`src/hw/rtl/rle565_pkg.sv`:
```
// ----------------------------------------------------------------------------
// RLE565 package
// Shared widths, payload structs, register map and parser phases of the
// run-length RGB565 line decoder.
// ----------------------------------------------------------------------------
package rle565_pkg;

  // Width of an x coordinate on the display line.
  localparam int X_BITS = 12;
  // Signed width that holds cursor and tile end positions with headroom.
  localparam int CW     = X_BITS + 3;
  // APB address width: five word-aligned registers.
  localparam int ADDR_W = 5;

  // Register indexes (word address bits of paddr).
  localparam logic [2:0] REG_CLIP_LEFT   = 3'd0;
  localparam logic [2:0] REG_CLIP_RIGHT  = 3'd1;
  localparam logic [2:0] REG_TILE_WIDTH  = 3'd2;
  localparam logic [2:0] REG_OFFSET      = 3'd3;
  localparam logic [2:0] REG_DRAW_ENABLE = 3'd4;

  typedef enum logic [1:0] {
    PH_HEADER,
    PH_LOW,
    PH_HIGH,
    PH_IDLE
  } phase_t;

  typedef struct packed {
    logic [7:0] data_byte;
    logic       line_start;
  } data_t;

  typedef struct packed {
    logic [X_BITS-1:0] span_x;
    logic [7:0]        span_len;
    logic [15:0]       pixel_value;
    logic              tile_done;
    logic              line_done;
  } span_t;

  typedef struct packed {
    logic [X_BITS-1:0] clip_left;
    logic [X_BITS-1:0] clip_right;
    logic [X_BITS:0]   tile_width;
    logic [X_BITS-1:0] offset_in_tile;
    logic              draw_enable;
  } cfg_t;

endpackage

```
`src/hw/rtl/rle565_cfg.sv`:
```
// ----------------------------------------------------------------------------
// RLE565 configuration registers
// APB register file holding clip window, tile width, tile offset and draw
// enable for the line decoder.
// ----------------------------------------------------------------------------
module rle565_cfg (
  input  logic                          clk,
  input  logic                          rst,
  input  logic                          psel,
  input  logic                          penable,
  input  logic                          pwrite,
  input  logic [rle565_pkg::ADDR_W-1:0] paddr,
  input  logic [31:0]                   pwdata,
  output logic [31:0]                   prdata,
  output logic                          pready,
  output rle565_pkg::cfg_t              cfg
);
  import rle565_pkg::*;

  logic       wr_en;
  logic [2:0] reg_idx;

  assign pready  = 1'b1;
  assign wr_en   = psel && penable && pwrite;
  assign reg_idx = paddr[ADDR_W-1:2];

  always_ff @(posedge clk) begin
    if (rst) begin
      cfg.clip_left      <= '0;
      cfg.clip_right     <= '1;
      cfg.tile_width     <= (X_BITS+1)'(1);
      cfg.offset_in_tile <= '0;
      cfg.draw_enable    <= 1'b1;
    end else if (wr_en) begin
      case (reg_idx)
        REG_CLIP_LEFT:   cfg.clip_left      <= pwdata[X_BITS-1:0];
        REG_CLIP_RIGHT:  cfg.clip_right     <= pwdata[X_BITS-1:0];
        REG_TILE_WIDTH:  cfg.tile_width     <= pwdata[X_BITS:0];
        REG_OFFSET:      cfg.offset_in_tile <= pwdata[X_BITS-1:0];
        REG_DRAW_ENABLE: cfg.draw_enable    <= pwdata[0];
        default: ;
      endcase
    end
  end

  always_comb begin
    prdata = '0;
    case (reg_idx)
      REG_CLIP_LEFT:   prdata = 32'(cfg.clip_left);
      REG_CLIP_RIGHT:  prdata = 32'(cfg.clip_right);
      REG_TILE_WIDTH:  prdata = 32'(cfg.tile_width);
      REG_OFFSET:      prdata = 32'(cfg.offset_in_tile);
      REG_DRAW_ENABLE: prdata = 32'(cfg.draw_enable);
      default:         prdata = '0;
    endcase
  end

endmodule

```
`src/hw/rtl/rle565_tiled_line_decoder_unit.sv`:
```
// ----------------------------------------------------------------------------
// RLE565 tiled line decoder
// Decodes a run-length coded RGB565 pixelmap row into clipped spans, tiling
// the row across a display line.
// ----------------------------------------------------------------------------
// Usage:
// The compressed row enters one byte per request on the data channel
// (data_valid / data_stall / data). The first byte of a line carries
// line_start. Every completed pixel (a whole repeat run, or one literal
// pixel) leaves as one span request on the span channel (span_valid /
// span_stall / span). A span with tile_done and no line_done asks the feeder
// to send the row bytes again for the next tile; line_done ends the line,
// and further bytes without line_start are swallowed without a result.
// A byte is taken every clock while data_stall is low. It waits in the
// input register and is then decoded into the span register, so a span
// is registered from its last byte. Header and low bytes give no span.
// When the span receiver stalls, the pending span holds and one more byte
// can still wait in the input register; only then is data_stall raised.
// Reset empties both registers, puts the parser in front of a header byte
// and loads the register defaults: full clip window, tile width one, no
// offset, drawing enabled. The user must write registers through the APB
// port only while no request is in flight; the block does not enforce it.
// ----------------------------------------------------------------------------
module rle565_tiled_line_decoder_unit (
  input  logic                          clk,
  input  logic                          rst,
  // APB configuration port
  input  logic                          psel,
  input  logic                          penable,
  input  logic                          pwrite,
  input  logic [rle565_pkg::ADDR_W-1:0] paddr,
  input  logic [31:0]                   pwdata,
  output logic [31:0]                   prdata,
  output logic                          pready,
  // Compressed byte stream
  input  logic                          data_valid,
  output logic                          data_stall,
  input  rle565_pkg::data_t             data,
  // Decoded spans
  output logic                          span_valid,
  input  logic                          span_stall,
  output rle565_pkg::span_t             span
);
  import rle565_pkg::*;

  cfg_t cfg;

  rle565_cfg u_cfg (
    .clk     (clk),
    .rst     (rst),
    .psel    (psel),
    .penable (penable),
    .pwrite  (pwrite),
    .paddr   (paddr),
    .pwdata  (pwdata),
    .prdata  (prdata),
    .pready  (pready),
    .cfg     (cfg)
  );

  // Input register.
  logic  in_valid;
  data_t in_item;

  // Parser and tiling state.
  phase_t                phase, phase_next;
  logic [7:0]            run_rem, run_rem_next;
  logic                  run_rep, run_rep_next;
  logic [7:0]            low_hold, low_hold_next;
  logic signed [CW-1:0]  cursor, cursor_next;
  logic signed [CW-1:0]  tile_end, tile_end_next;
  logic                  skip, skip_next;

  // Handshake control.
  logic out_free;
  logic go;
  logic accept;

  assign out_free   = !span_valid || !span_stall;
  assign go         = in_valid && out_free;
  assign data_stall = in_valid && !out_free;
  assign accept     = data_valid && !data_stall;

  // Shared datapath terms.
  logic [7:0]           byte_in;
  logic                 ls;
  logic signed [CW-1:0] eff_w;
  logic signed [CW-1:0] clip_l, clip_r;
  logic                 ls_skip;
  logic signed [CW-1:0] ls_cursor;
  logic [7:0]           count;
  logic signed [CW-1:0] count_s;
  logic signed [CW-1:0] span_hi, lo_c, hi_c;
  logic signed [CW-1:0] cursor_adv;
  logic [7:0]           rem_after;
  logic                 tile_hit;
  logic                 line_end;
  logic                 emit;
  span_t                span_next;

  assign byte_in = in_item.data_byte;
  assign ls      = in_item.line_start;
  // A tile width of zero behaves as one.
  assign eff_w   = (cfg.tile_width == '0) ? CW'(1)
                                          : $signed(CW'(cfg.tile_width));
  assign clip_l  = $signed(CW'(cfg.clip_left));
  assign clip_r  = $signed(CW'(cfg.clip_right));

  // Line start: either lay the row down from the left clip edge minus the
  // tile offset, or run through it once in skip mode.
  assign ls_skip   = !(cfg.draw_enable && (cfg.clip_left <= cfg.clip_right));
  assign ls_cursor = ls_skip ? '0
                             : clip_l - $signed(CW'(cfg.offset_in_tile));

  // A repeat run covers its whole length at once; a literal covers one pixel.
  assign count      = run_rep ? run_rem : 8'd1;
  assign count_s    = $signed(CW'(count));
  assign cursor_adv = cursor + count_s;
  assign span_hi    = cursor_adv - CW'(1);
  assign lo_c       = (cursor < clip_l) ? clip_l : cursor;
  assign hi_c       = (span_hi > clip_r) ? clip_r : span_hi;
  assign rem_after  = run_rep ? 8'd0 : ((run_rem != 8'd0) ? run_rem - 8'd1 : 8'd0);
  // The tile end is only checked once a run is finished.
  assign tile_hit   = (rem_after == 8'd0) && (cursor_adv >= tile_end);
  assign line_end   = tile_hit && (skip || (tile_end > clip_r));
  assign emit       = go && !ls && (phase == PH_HIGH);

  // Parser phase.
  always_comb begin
    phase_next = phase;
    if (go) begin
      if (ls) begin
        phase_next = PH_LOW;
      end else begin
        case (phase)
          PH_HEADER: phase_next = PH_LOW;
          PH_LOW:    phase_next = PH_HIGH;
          PH_HIGH: begin
            if (rem_after != 8'd0) begin
              phase_next = PH_LOW;
            end else if (line_end) begin
              phase_next = PH_IDLE;
            end else begin
              phase_next = PH_HEADER;
            end
          end
          PH_IDLE:   phase_next = PH_IDLE;
          default:   phase_next = PH_HEADER;
        endcase
      end
    end
  end

  // Run, pixel and position bookkeeping, and the span that a pixel yields.
  always_comb begin
    run_rem_next  = run_rem;
    run_rep_next  = run_rep;
    low_hold_next = low_hold;
    cursor_next   = cursor;
    tile_end_next = tile_end;
    skip_next     = skip;

    span_next.pixel_value = {byte_in, low_hold};
    span_next.tile_done   = tile_hit;
    span_next.line_done   = line_end;
    if (skip || (hi_c < lo_c)) begin
      span_next.span_x   = '0;
      span_next.span_len = '0;
    end else begin
      span_next.span_x   = lo_c[X_BITS-1:0];
      span_next.span_len = 8'(hi_c - lo_c + CW'(1));
    end

    if (go) begin
      if (ls) begin
        // The line start byte is itself a header.
        skip_next     = ls_skip;
        cursor_next   = ls_cursor;
        tile_end_next = ls_cursor + eff_w;
        low_hold_next = '0;
        run_rep_next  = byte_in[7];
        run_rem_next  = {1'b0, byte_in[6:0]} + 8'd1;
      end else begin
        case (phase)
          PH_HEADER: begin
            run_rep_next = byte_in[7];
            run_rem_next = {1'b0, byte_in[6:0]} + 8'd1;
          end
          PH_LOW: begin
            low_hold_next = byte_in;
          end
          PH_HIGH: begin
            run_rem_next = rem_after;
            cursor_next  = cursor_adv;
            if (tile_hit && !line_end) begin
              cursor_next   = tile_end;
              tile_end_next = tile_end + eff_w;
            end
          end
          default: ;
        endcase
      end
    end
  end

  always_ff @(posedge clk) begin
    if (rst) begin
      in_valid   <= 1'b0;
      span_valid <= 1'b0;
      phase      <= PH_HEADER;
      run_rem    <= '0;
      run_rep    <= 1'b0;
      low_hold   <= '0;
      cursor     <= '0;
      tile_end   <= '0;
      skip       <= 1'b0;
    end else begin
      if (accept) begin
        in_valid <= 1'b1;
      end else if (go) begin
        in_valid <= 1'b0;
      end
      if (emit) begin
        span_valid <= 1'b1;
      end else if (!span_stall) begin
        span_valid <= 1'b0;
      end
      phase    <= phase_next;
      run_rem  <= run_rem_next;
      run_rep  <= run_rep_next;
      low_hold <= low_hold_next;
      cursor   <= cursor_next;
      tile_end <= tile_end_next;
      skip     <= skip_next;
    end
  end

  // Payload registers.
  always_ff @(posedge clk) begin
    if (accept) begin
      in_item <= data;
    end
    if (emit) begin
      span <= span_next;
    end
  end

endmodule

```
`config.mk`:
```
export PLATFORM = sky130hd
export DESIGN_NAME = rle565_tiled_line_decoder_unit
export DESIGN_NICKNAME = d
export VERILOG_FILES = /design/src/hw/rtl/rle565_pkg.sv /design/src/hw/rtl/rle565_cfg.sv /design/src/hw/rtl/rle565_tiled_line_decoder_unit.sv
export SDC_FILE = /design/constraint.sdc
export NUM_CORES = 1
export LEC_CHECK = 0
export ABC_AREA = 1
export BUFFER_PORTS_ARGS = -buffer_cell sky130_fd_sc_hd__buf_2
export CAP_MARGIN = 20
export CORE_MARGIN = 1
export CORE_UTILIZATION = 40
export DETAILED_ROUTE_END_ITERATION = 7
export PLACE_DENSITY_LB_ADDON = 0.12
export SLEW_MARGIN = 20
export SYNTH_ARGS = -nofsm -noshare
export SYNTH_HDL_FRONTEND = slang
export SYNTH_SLANG_ARGS = --single-unit
```
`constraint.sdc`:
```
create_clock -name clk -period 6.45 [get_ports clk]
set_input_delay 1.935 -clock clk [delete_from_list [all_inputs] [get_ports clk]]
set_output_delay 1.935 -clock clk [all_outputs]
set_load 0.01 [all_outputs]
```
After elaboration in Yosys (flattened, before gate mapping) --
Cells that the tools add are included.
Word-level totals: input port bits 53, output and inout port bits 73, flip-flop bits (word level) 149, word-level logic and storage cells 116
Operators by class: reductions and logical operators 44, $add $sub $neg 9, mux-type cells 28, magnitude comparators 6, eq/ne operators 8
Operators with widths (count):
- 2-to-1 mux 15 bit | 9
- case mux 13 bit (5 select lines) | 1
- 2-to-1 mux 8 bit | 6
- adder 15 x 14 -> 15 bit | 2
- greater-than comparator 15 x 13 -> 1 bit | 2
- AND reduction 2 bit | 10
- case mux 8 bit (2 select lines) | 1
- nonzero test 8 bit | 2
- adder 15 x 9 -> 15 bit | 1
- greater-or-equal comparator 15 bit | 1
- < comparator 15 x 13 -> 1 bit | 1
- < comparator 15 bit | 1
- subtractor 15 x 2 -> 15 bit (second input constant) | 1
- zero test 13 bit | 1
- 2-to-1 mux 13 bit | 1
- subtractor 12 x 12 -> 13 bit | 1
- <= comparator 12 bit | 1
- logical AND 1 bit | 11
- nonzero test 2 bit | 5
- adder 7 x 1 -> 8 bit (second input constant) | 1
- adder 8 x 2 -> 8 bit (second input constant) | 1
- zero test 8 bit | 1
- case mux 2 bit (4 select lines) | 1
- subtractor 8 x 1 -> 8 bit (second input constant) | 1
- other kinds (15) | 32

Longest topological paths before layout --
Gate-level depths: netlist of run 1.
word-level depth 11, gate-level depth with buffers 42, depth with buffers taken out 40

Cells and area by module --
Synthesis of run 1 repeated with hierarchy kept, for this count alone.
Second synthesis, totals: cell total of the unflattened synthesis 1757, area total of the unflattened synthesis 12100.4 sq um
By module, submodules not included:
- rle565_tiled_line_decoder_unit | cells each 1342, seq. area each 2452.4 sq um, area each 9339.0 sq um, instances 1
- rle565_cfg | cells each 415, seq. area each 1001.0 sq um, area each 2761.4 sq um, instances 1

Worst setup path before layout of run 1 --
No wires, ideal clock.
path kind flip-flop to flip-flop, from register run_rep, to register span[25] (netlist name), data pin, period minus slack after synthesis 5445 ps, buffers on the path 2, required time 6185 ps, data arrival time 5180 ps, cell stages (with the launch flop) 35, setup time 265 ps, slack 1005 ps, cell sequence dfxtp_1 -> buf_2 -> nand2_1 -> ha_1 -> fa_1 -> inv_1 -> ha_1 -> inv_1 -> nor2_1 -> nand3_1 -> nor2_1 -> nand3_2 -> nor2_2 -> nand2_1 -> xor2_1 -> ha_1 -> nand4_1 -> or4_1 -> nand2_1 -> nand3_4 -> buf_4 -> nand3_1 -> nand2_1 -> ha_1 -> inv_1 -> ha_1 -> fa_1 -> a21oi_1 -> o21bai_1 -> a21oi_1 -> nor2_1 -> nor2_1 -> xor2_1 -> inv_1 -> nor2_1
On the way: longest elaborated chain between the ends 7, elaborated cells on any way between the ends 9, those cells by class 4 x add/sub; 2 x order compare; 2 x mux; 1 x reduce/logical
Ends and longest elaborated chain:
- start: declaration | RTL line rle565_tiled_line_decoder_unit.sv:68 | logic run_rep, run_rep_next;
- start signal: assignment | RTL line rle565_tiled_line_decoder_unit.sv:230 | run_rep <= run_rep_next;
- 2-to-1 mux 8 bit (*) | RTL line rle565_tiled_line_decoder_unit.sv:116 | assign count = run_rep ? run_rem : 8'd1;
- adder 15 x 9 -> 15 bit (*) | RTL line rle565_tiled_line_decoder_unit.sv:118 | assign cursor_adv = cursor + count_s;
- subtractor 15 x 2 -> 15 bit (*) | RTL line rle565_tiled_line_decoder_unit.sv:119 | assign span_hi = cursor_adv - CW'(1);
- greater-than comparator 15 x 13 -> 1 bit | RTL line rle565_tiled_line_decoder_unit.sv:121 | assign hi_c = (span_hi > clip_r) ? clip_r : span_hi;
- 2-to-1 mux 15 bit (*) | RTL line rle565_tiled_line_decoder_unit.sv:121
- subtractor 8 bit / < comparator 15 bit (equally long branches) | RTL line rle565_tiled_line_decoder_unit.sv:171, rle565_tiled_line_decoder_unit.sv:166
- adder 8 x 2 -> 8 bit / logical OR 1 bit (equally long branches) | RTL line rle565_tiled_line_decoder_unit.sv:171, rle565_tiled_line_decoder_unit.sv:166
- end signal: assignment | RTL line rle565_tiled_line_decoder_unit.sv:244 | span <= span_next;
- end: declaration | RTL line rle565_tiled_line_decoder_unit.sv:42 | output rle565_pkg::span_t span
Mark *: on every way between the ends. The rest lies on a longest branch, timed or not. A chain may end at the register's enable or synchronous reset.

Final worst setup path of run 1 --
from register run_rem[0], to register span[35] (netlist name), data pin
On the way: longest elaborated chain between the ends 7
Ends and longest elaborated chain:
- start: declaration | RTL line rle565_tiled_line_decoder_unit.sv:67 | logic [7:0] run_rem, run_rem_next;
- start signal: assignment | RTL line rle565_tiled_line_decoder_unit.sv:229 | run_rem <= run_rem_next;
- 2-to-1 mux 8 bit (*) | RTL line rle565_tiled_line_decoder_unit.sv:116
- adder 15 x 9 -> 15 bit (*) | RTL line rle565_tiled_line_decoder_unit.sv:118
- subtractor 15 x 2 -> 15 bit (*) | RTL line rle565_tiled_line_decoder_unit.sv:119
- greater-than comparator 15 x 13 -> 1 bit | RTL line rle565_tiled_line_decoder_unit.sv:121
- 2-to-1 mux 15 bit (*) | RTL line rle565_tiled_line_decoder_unit.sv:121
- < comparator 15 bit (*) | RTL line rle565_tiled_line_decoder_unit.sv:166 | if (skip || (hi_c < lo_c)) begin
- logical OR 1 bit (*) | RTL line rle565_tiled_line_decoder_unit.sv:166
Marked as above.

==> impl_metrics.prom, run 1 <==
# TYPE chip_impl_metric gauge
chip_impl_metric{name="timing_hold_violations_final",unit=""} 0
chip_impl_metric{name="grt.met3_usage",unit="%"} 4.441
chip_impl_metric{name="clock_tree.buffer_depth",unit=""} 2
chip_impl_metric{name="fin_cells",unit=""} 2071
chip_impl_metric{name="cts.repair.resized",unit=""} 0
chip_impl_metric{name="multiInputGateArea",unit="sq um"} 6759
chip_impl_info{name="synthTopCellsByCount",value="nand2_1 (377), inv_1 (221), nor2_1 (146)"} 1
chip_impl_metric{name="clk_transition_reported_paths",unit="ns"} 0.07
chip_impl_metric{name="postCtsSetupRepairBufs",unit=""} 0
chip_impl_info{name="worstSetupEndpointType",value="flip-flop"} 1
chip_impl_info{name="critical_path.startpoint_type",value="flip-flop"} 1
chip_impl_metric{name="register_area",unit="sq um"} 3453
chip_impl_metric{name="cellInternalPower",unit="mW"} 1.922
chip_impl_metric{name="postSynth.asyncResetShare",unit="%"} 0
chip_impl_info{name="synthFlopType",value="dfxtp_1"} 1
chip_impl_metric{name="start_util",unit="%"} 40.80
chip_impl_info{name="tritoncts",value="built"} 1
chip_impl_metric{name="routedWlPerCell",unit="microns"} 17.49
chip_impl_metric{name="synth_seq_cells",unit=""} 149
chip_impl_metric{name="synth.top_cell.area_share",unit="%"} 17.92
chip_impl_metric{name="finalWirelength",unit="microns"} 36220
chip_impl_info{name="hold_path.class",value="reg -> reg"} 1
chip_impl_metric{name="power.switching_fraction",unit="%"} 37.21
chip_impl_metric{name="post-route-min-period",unit="ns"} 5.980
chip_impl_info{name="critical_path.slowest_cell",value="fa_1"} 1
chip_impl_metric{name="globalRouteMet2Util",unit="%"} 38.31
chip_impl_metric{name="fmax",unit="GHz"} 0.1672
chip_impl_metric{name="grt_pass1_vias",unit=""} 9860
chip_impl_info{name="outcome",value="complete, no violations"} 1
chip_impl_metric{name="timing.final.ws_setup",unit="ns"} 0.4704
chip_impl_metric{name="synth-edff-count",unit=""} 47
chip_impl_metric{name="num-fill-cells",unit=""} 2969
chip_impl_metric{name="floorplan.io_pins",unit=""} 126
chip_impl_metric{name="vdd.ir_drop.worst",unit="uV"} 175.1
chip_impl_metric{name="grt_max_degree",unit=""} 47
chip_impl_info{name="critPathMostFrequentCell",value="nand2_1"} 1
chip_impl_metric{name="static_leakage_power",unit="nW"} 6.240
chip_impl_info{name="yosysTopAreaCell",value="dfxtp_1"} 1
chip_impl_metric{name="hpwl",unit="microns"} 28650
chip_impl_metric{name="post_synth.cell_area_avg",unit="sq um"} 7.026
chip_impl_metric{name="reg2regPathDepth",unit=""} 32
chip_impl_metric{name="proportion_of_power_drawn_by_flip_flops_and_latches",unit="%"} 34.3
chip_impl_metric{name="ys_seq_area_share",unit="%"} 30.30
chip_impl_metric{name="maxCapViolCount",unit=""} 0
chip_impl_metric{name="gpl.final_weighted_congestion",unit=""} 0.9369
chip_impl_metric{name="pwr-share-clk",unit="%"} 33.3
chip_impl_metric{name="worstPathRequired",unit="ns"} 6.61
chip_impl_info{name="clk_root_buffer_cell",value="clkbuf_16"} 1
chip_impl_metric{name="power.switching",unit="mW"} 1.139
chip_impl_metric{name="period_share",unit="%"} 92.71
chip_impl_metric{name="area_growth",unit="%"} 10.79
chip_impl_metric{name="route.detailed.vias_per_inst",unit=""} 5.273
chip_impl_metric{name="cp_max_fo",unit=""} 20
chip_impl_metric{name="grt_antenna_before_repair",unit=""} 1
chip_impl_info{name="gr-max-usage-layer",value="met2"} 1
chip_impl_metric{name="io_buffers",unit=""} 84
chip_impl_metric{name="hold_buffers",unit=""} 0
chip_impl_info{name="grt_setup_unrepaired",value="no"} 1
chip_impl_info{name="worst-setup-path-type",value="reg -> reg"} 1
chip_impl_metric{name="p_comb_share",unit="%"} 32.4
chip_impl_metric{name="fin_hold_ws",unit="ns"} 0.4314
chip_impl_metric{name="floorplan.die_area",unit="sq um"} 29170
chip_impl_metric{name="rows",unit=""} 61
chip_impl_metric{name="slew_viol_final",unit=""} 0
chip_impl_metric{name="drt_iter0_markers",unit=""} 970
chip_impl_metric{name="tns",unit="ns"} 0
chip_impl_metric{name="placed_cells_incl_taps",unit=""} 2039
chip_impl_metric{name="first_pass_grt_wire_length",unit="microns"} 55860
chip_impl_metric{name="clock_insertion_delay_worst_skew",unit="ns"} 0.44
chip_impl_metric{name="num_antenna_cells",unit=""} 0
chip_impl_metric{name="finClkSkew",unit="ns"} 0.01214
chip_impl_info{name="synth.most_common_cell",value="nand2_1"} 1
chip_impl_metric{name="place_ws",unit="ns"} 0.4310
chip_impl_metric{name="cell_variety_after_synth",unit=""} 57
chip_impl_metric{name="layout-drive-gt1-share",unit="%"} 9.982
chip_impl_metric{name="synth-warning-count",unit=""} 0
chip_impl_metric{name="setup_viol",unit=""} 0
chip_impl_metric{name="final_antenna_net_count",unit=""} 0
chip_impl_metric{name="chipHeight",unit="microns"} 170.8
chip_impl_metric{name="pwr_density_cell",unit="nW/um^2"} 242.5
chip_impl_metric{name="worst_pin_slew",unit="ns"} 0.8398
chip_impl_metric{name="track_usage",unit="%"} 25.53
chip_impl_metric{name="clock-sinks",unit=""} 149
chip_impl_metric{name="dr_total_vias",unit=""} 10920
chip_impl_metric{name="cp.arrival",unit="ns"} 6.14
chip_impl_metric{name="htree_levels",unit=""} 4
chip_impl_metric{name="fp.dieW",unit="microns"} 170.8
chip_impl_metric{name="min_path_cells",unit=""} 0
chip_impl_metric{name="core_area",unit="sq um"} 27930
chip_impl_metric{name="netlist_instances",unit=""} 1622
chip_impl_metric{name="numCtsBuffers",unit=""} 17
chip_impl_info{name="synth_top_cells_by_area",value="dfxtp_1 (18%), ha_1 (14%), nand2_1 (12%)"} 1
chip_impl_metric{name="critPathMaxStageDelay",unit="ns"} 0.56
chip_impl_metric{name="detail_route.drc_violations",unit=""} 0
chip_impl_metric{name="nNetsFinal",unit=""} 1862
chip_impl_metric{name="global_route.overflow_total",unit=""} 0
chip_impl_metric{name="synth.cell_area",unit="sq um"} 11400
chip_impl_metric{name="timing.slew.headroom",unit="%"} 43.64
chip_impl_metric{name="globalRouteMet1Util",unit="%"} 36.95
chip_impl_metric{name="drt_pass1_iterations",unit=""} 5
## cells by family (layout without fill, tap and decap cells)
| group | Yosys count | after routing | synth area share, % |
|---|---|---|---|
| fa+ha+maj | 129 | 129 | 14.56 |
| simple gates | 699 | 699 | 26.35 |
| other cells | 2 | 20 | 0.06590 |
| flops | 149 | 149 | 30.30 |
| compound gates | 312 | 312 | 15.45 |
| buf+inv | 302 | 355 | 11.05 |
| xor+xnor | 29 | 29 | 2.229 |
## placed cells by master, fill, tap and decap left out, types with 3 or more instances in the layout
| cell type | Yosys | routed |
|---|---|---|
| clkinvlp_4 | 0 | 4 |
| o2111ai_1 | 12 | 12 |
| nor3_1 | 15 | 15 |
| o21a_1 | 3 | 3 |
| buf_4 | 21 | 14 |
| ha_1 | 123 | 123 |
| a21o_1 | 4 | 4 |
| o21ai_1 | 5 | 6 |
| xnor2_1 | 6 | 6 |
| a31oi_1 | 9 | 9 |
| inv_1 | 221 | 220 |
| dfxtp_1 | 102 | 102 |
| buf_2 | 7 | 84 |
| xor2_1 | 23 | 23 |
| inv_2 | 3 | 4 |
| nor2_4 | 3 | 4 |
| nand3_1 | 89 | 89 |
| inv_8 | 0 | 3 |
| nor2_1 | 146 | 145 |
| nand2_2 | 11 | 11 |
| nor2_2 | 5 | 5 |
| nor4_1 | 5 | 5 |
| conb_1 | 2 | 20 |
| or2_2 | 6 | 6 |
| nand2_1 | 377 | 377 |
| nand4_1 | 26 | 26 |
| o21ai_0 | 119 | 118 |
| o211ai_1 | 25 | 25 |
| edfxtp_1 | 47 | 47 |
| fa_1 | 6 | 6 |
| clkbuf_16 | 0 | 17 |
| a21oi_1 | 116 | 116 |
| inv_6 | 0 | 4 |
| nand3b_1 | 7 | 7 |
## through the flow
step                power [mW]  instance area [sq um]  util (%)
floorplan                1.828                  11460         -
global placement         2.048                  12060     43.16
detailed placement       2.060                  12060     43.16
CTS                      3.074                  12630     45.20
global route             3.255                  12630     45.20
finish                   3.062                  12630     45.20
## worst paths after layout
kind	start	end	slack (ns)
worst max-delay path	run_rem[0]	span[35]	0.47
worst max register to register	run_rem[0]	span[35]	0.47
worst min register to register	low_hold[7]	span[9]	0.43
worst min-delay path	low_hold[7]	span[9]	0.43
## flip-flops by register name, summed over array words and instances, names as in the netlist
register and flops:
u_cfg.cfg 50, span 38, cursor 15, tile_end 15, byte_in 8, low_hold 8, run_rem 8, phase 2
in_valid 1, ls 1, run_rep 1, skip 1, span_valid 1
## worst max-delay path: cells and delay by family (launching register included)
family	cells	cell delay, ns
compound gates	7	0.97
buf+inv	4	0.60
flops	1	0.31
fa+ha+maj	5	1.60
xor+xnor	1	0.16
simple gates	15	2.03
## area by class of cell
| type | count | area share [%] |
|---|---|---|
| Inverter | 225 | 6.689 |
| Clock inverter | 14 | 1.120 |
| Sequential cell | 149 | 27.35 |
| Clock buffer | 18 | 3.399 |
| Multi-Input combinational cell | 1189 | 53.53 |
| Timing Repair Buffer | 98 | 4.162 |
| Tap cell | 378 | 3.746 |
## per-layer routing
layer	vias to the layer above	wire length [microns]
met3	45	2392
met5	-	0
li1	5465	-
met2	347	15420
met4	0	749
met1	5063	17650
## power by group through the flow
stage	clock network [mW]	logic [mW]	registers (mW)
finish	1.02	0.993	1.05
CTS	1.03	0.996	1.05
global placement	0	0.978	1.07
global route	1.06	1.14	1.05
detailed placement	0	0.990	1.07
floorplan	0	0.773	1.06
(Power assumes the default switching activity.)
==> inputs of run 2 (changes only) <==
--- a/config.mk
+++ b/config.mk
@@ -11,7 +11,7 @@
 export CORE_MARGIN = 1
 export CORE_UTILIZATION = 40
 export DETAILED_ROUTE_END_ITERATION = 7
-export PLACE_DENSITY_LB_ADDON = 0.12
+export PLACE_DENSITY = 0.63
 export SLEW_MARGIN = 20
 export SYNTH_ARGS = -nofsm -noshare
 export SYNTH_HDL_FRONTEND = slang
==> run 2 against run 1 <==
- routed wire length shrank 4.0%
- register-to-register slack gained 0.11 ns
- first-iteration DRC count shrank 12%
- largest power group unchanged
- core utilization grew 0.13 points
- power grew 1.1%
- via count is essentially flat
- highest routed layer unchanged
- maximum frequency grew 1.9%
- global-route usage shrank 0.88 points
- sequential power is essentially flat
==> impl_metrics.prom, run 2 (synthesized netlist as in run 1, its figures left out) <==
# TYPE chip_impl_metric gauge
chip_impl_info{name="outcome",value="complete, no violations"} 1
chip_impl_metric{name="register_area",unit="sq um"} 3453
chip_impl_metric{name="fp.dieW",unit="microns"} 170.8
chip_impl_metric{name="rows",unit=""} 61
chip_impl_info{name="final_common_cell",value="nand2_1"} 1
chip_impl_metric{name="post-route-min-period",unit="ns"} 5.868
chip_impl_metric{name="detail_route.drc_violations",unit=""} 0
chip_impl_info{name="rr_startpoint",value="run_rem[0]"} 1
chip_impl_metric{name="chipHeight",unit="microns"} 170.8
chip_impl_metric{name="hpwl",unit="microns"} 27430
chip_impl_info{name="biggest_regs",value="u_cfg.cfg: 50 flops, span: 38 flops"} 1
chip_impl_metric{name="layout-drive-gt1-share",unit="%"} 10.10
chip_impl_metric{name="pwr_density_cell",unit="nW/um^2"} 244.6
chip_impl_metric{name="start_util",unit="%"} 40.80
chip_impl_metric{name="maxCapViolCount",unit=""} 0
chip_impl_metric{name="timing.slew.headroom",unit="%"} 36.63
chip_impl_metric{name="multiInputGateArea",unit="sq um"} 6764
chip_impl_metric{name="clk_transition_reported_paths",unit="ns"} 0.07
chip_impl_info{name="critical_path.startpoint_type",value="flip-flop"} 1
chip_impl_info{name="critPathLaunch",value="run_rem[0]"} 1
chip_impl_metric{name="static_leakage_power",unit="nW"} 6.265
chip_impl_info{name="crit_family",value="adder cells"} 1
chip_impl_info{name="hold_path.class",value="reg -> reg"} 1
chip_impl_metric{name="tns",unit="ns"} 0
chip_impl_metric{name="worst_pin_slew",unit="ns"} 0.9479
chip_impl_metric{name="finalPower",unit="mW"} 3.097
chip_impl_metric{name="clock_tree.buffer_depth",unit=""} 2
chip_impl_info{name="critical_path.slowest_cell",value="fa_1"} 1
chip_impl_metric{name="dr_total_vias",unit=""} 10920
chip_impl_info{name="worstSetupEndpointType",value="flip-flop"} 1
chip_impl_metric{name="area_growth",unit="%"} 11.11
chip_impl_info{name="worst_hold_startpoint",value="low_hold[3]"} 1
chip_impl_metric{name="drt_pass1_iterations",unit=""} 5
chip_impl_metric{name="nNetsFinal",unit=""} 1862
chip_impl_metric{name="largest_reg_flops",unit=""} 50
chip_impl_metric{name="worstPathRequired",unit="ns"} 6.74
chip_impl_metric{name="hold_buffers",unit=""} 0
chip_impl_metric{name="fmax",unit="GHz"} 0.1704
chip_impl_metric{name="cp.arrival",unit="ns"} 6.16
chip_impl_info{name="most-common-layout-cells",value="nand2_1 (377), inv_1 (219), nor2_1 (145)"} 1
chip_impl_metric{name="numCtsBuffers",unit=""} 17
chip_impl_metric{name="setup_viol",unit=""} 0
chip_impl_metric{name="finClkSkew",unit="ns"} 0.01637
chip_impl_metric{name="drt_iter0_markers",unit=""} 852
chip_impl_info{name="tritoncts",value="built"} 1
chip_impl_metric{name="timing_hold_violations_final",unit=""} 0
chip_impl_metric{name="total_buffers_and_inverters_traversed_by_the_critical_path",unit=""} 5
chip_impl_metric{name="regToRegSetupSlack",unit="ns"} 0.58
chip_impl_metric{name="critPathMaxStageDelay",unit="ns"} 0.54
chip_impl_metric{name="final_antenna_net_count",unit=""} 0
chip_impl_info{name="grt_setup_unrepaired",value="no"} 1
chip_impl_metric{name="track_usage",unit="%"} 24.65
chip_impl_metric{name="fin_hold_ws",unit="ns"} 0.4297
chip_impl_metric{name="global_route.overflow_total",unit=""} 0
chip_impl_info{name="worst-setup-path-type",value="reg -> reg"} 1
chip_impl_metric{name="io_buffers",unit=""} 84
chip_impl_metric{name="core_area",unit="sq um"} 27930
chip_impl_metric{name="cp_max_fo",unit=""} 16
chip_impl_metric{name="routedWlPerCell",unit="microns"} 16.79
chip_impl_metric{name="slew_viol_final",unit=""} 0
chip_impl_metric{name="first_pass_grt_wire_length",unit="microns"} 54320
chip_impl_metric{name="clock-sinks",unit=""} 149
chip_impl_metric{name="num-fill-cells",unit=""} 2923
chip_impl_metric{name="grt_max_degree",unit=""} 80
chip_impl_metric{name="gpl.final_weighted_congestion",unit=""} 0.9572
chip_impl_info{name="top_register",value="u_cfg.cfg"} 1
chip_impl_metric{name="period_share",unit="%"} 90.98
chip_impl_info{name="critPathMostFrequentCell",value="nand2_1"} 1
chip_impl_metric{name="clock_insertion_delay_worst_skew",unit="ns"} 0.44
chip_impl_metric{name="grt_pass1_vias",unit=""} 9944
chip_impl_metric{name="grt_antenna_before_repair",unit=""} 0
chip_impl_metric{name="num_antenna_cells",unit=""} 0
chip_impl_metric{name="floorplan.io_pins",unit=""} 126
chip_impl_metric{name="htree_levels",unit=""} 4
chip_impl_metric{name="route.detailed.vias_per_inst",unit=""} 5.270
chip_impl_metric{name="floorplan.die_area",unit="sq um"} 29170
chip_impl_metric{name="vdd.ir_drop.worst",unit="uV"} 171.1
chip_impl_metric{name="finalWirelength",unit="microns"} 34780
chip_impl_info{name="clk_root_buffer_cell",value="clkbuf_16"} 1
## run 2: metrics by stage
stage / utilization [%] / cells / instance area (sq um) / setup WS [ns]
after floorplan: - / 1640 / 11460 / 1.005
after global placement: 43.05 / 2035 / 12030 / 0.4779
after detailed placement: 43.05 / 2035 / 12030 / 0.3885
after CTS: 45.16 / 2067 / 12610 / 0.3463
after global routing: 45.33 / 2071 / 12660 / 0.06424
final: 45.33 / 2071 / 12660 / 0.5821
## run 2: worst reg2reg max path, delay by kind of cell (launching register included)
family	cells	cell delay, ns
compound gates	4	0.66
xor+xnor	2	0.31
fa+ha+maj	7	2.21
buf+inv	5	0.38
flops	1	0.33
simple gates	19	1.87
## run 2: layer usage
metal	up-vias	wire (microns)	global-route usage (%)
li1	5460	-	-
met1	5006	16000	34.15
met2	405	15090	37.71
met3	44	2938	5.806
met4	0	745	7.403
met5	-	0	0
## run 2: final timing paths
| path | end | cells after the start |
|---|---|---|
| setup reg to reg | span[25] | 37 |
| hold reg to reg | span[5] | 0 |
| setup / recovery | span[25] | 37 |
| hold / removal | span[5] | 0 |
## run 2: repair_timing
action / 4_1_cts / 5_1_grt
buffers inserted: 0 / 4
endpoints found under the setup margin: 0 / 20
gates resized for setup: 0 / 2
## run 2: final cells by class
cell class,count,share of cell area [%]
Sequential cell,149,27.27
Inverter,225,6.670
Multi-Input combinational cell,1189,53.42
Timing Repair Buffer,98,4.249
Clock buffer,19,3.587
Clock inverter,13,1.067
Tap cell,378,3.735
## run 2: where the power goes
group,switching (mW),internal [mW],leakage (nW)
clock,0.477,0.569,0.289
sequential,0.0332,1.02,1.25
combinational,0.631,0.370,4.72
total,1.14,1.96,6.26
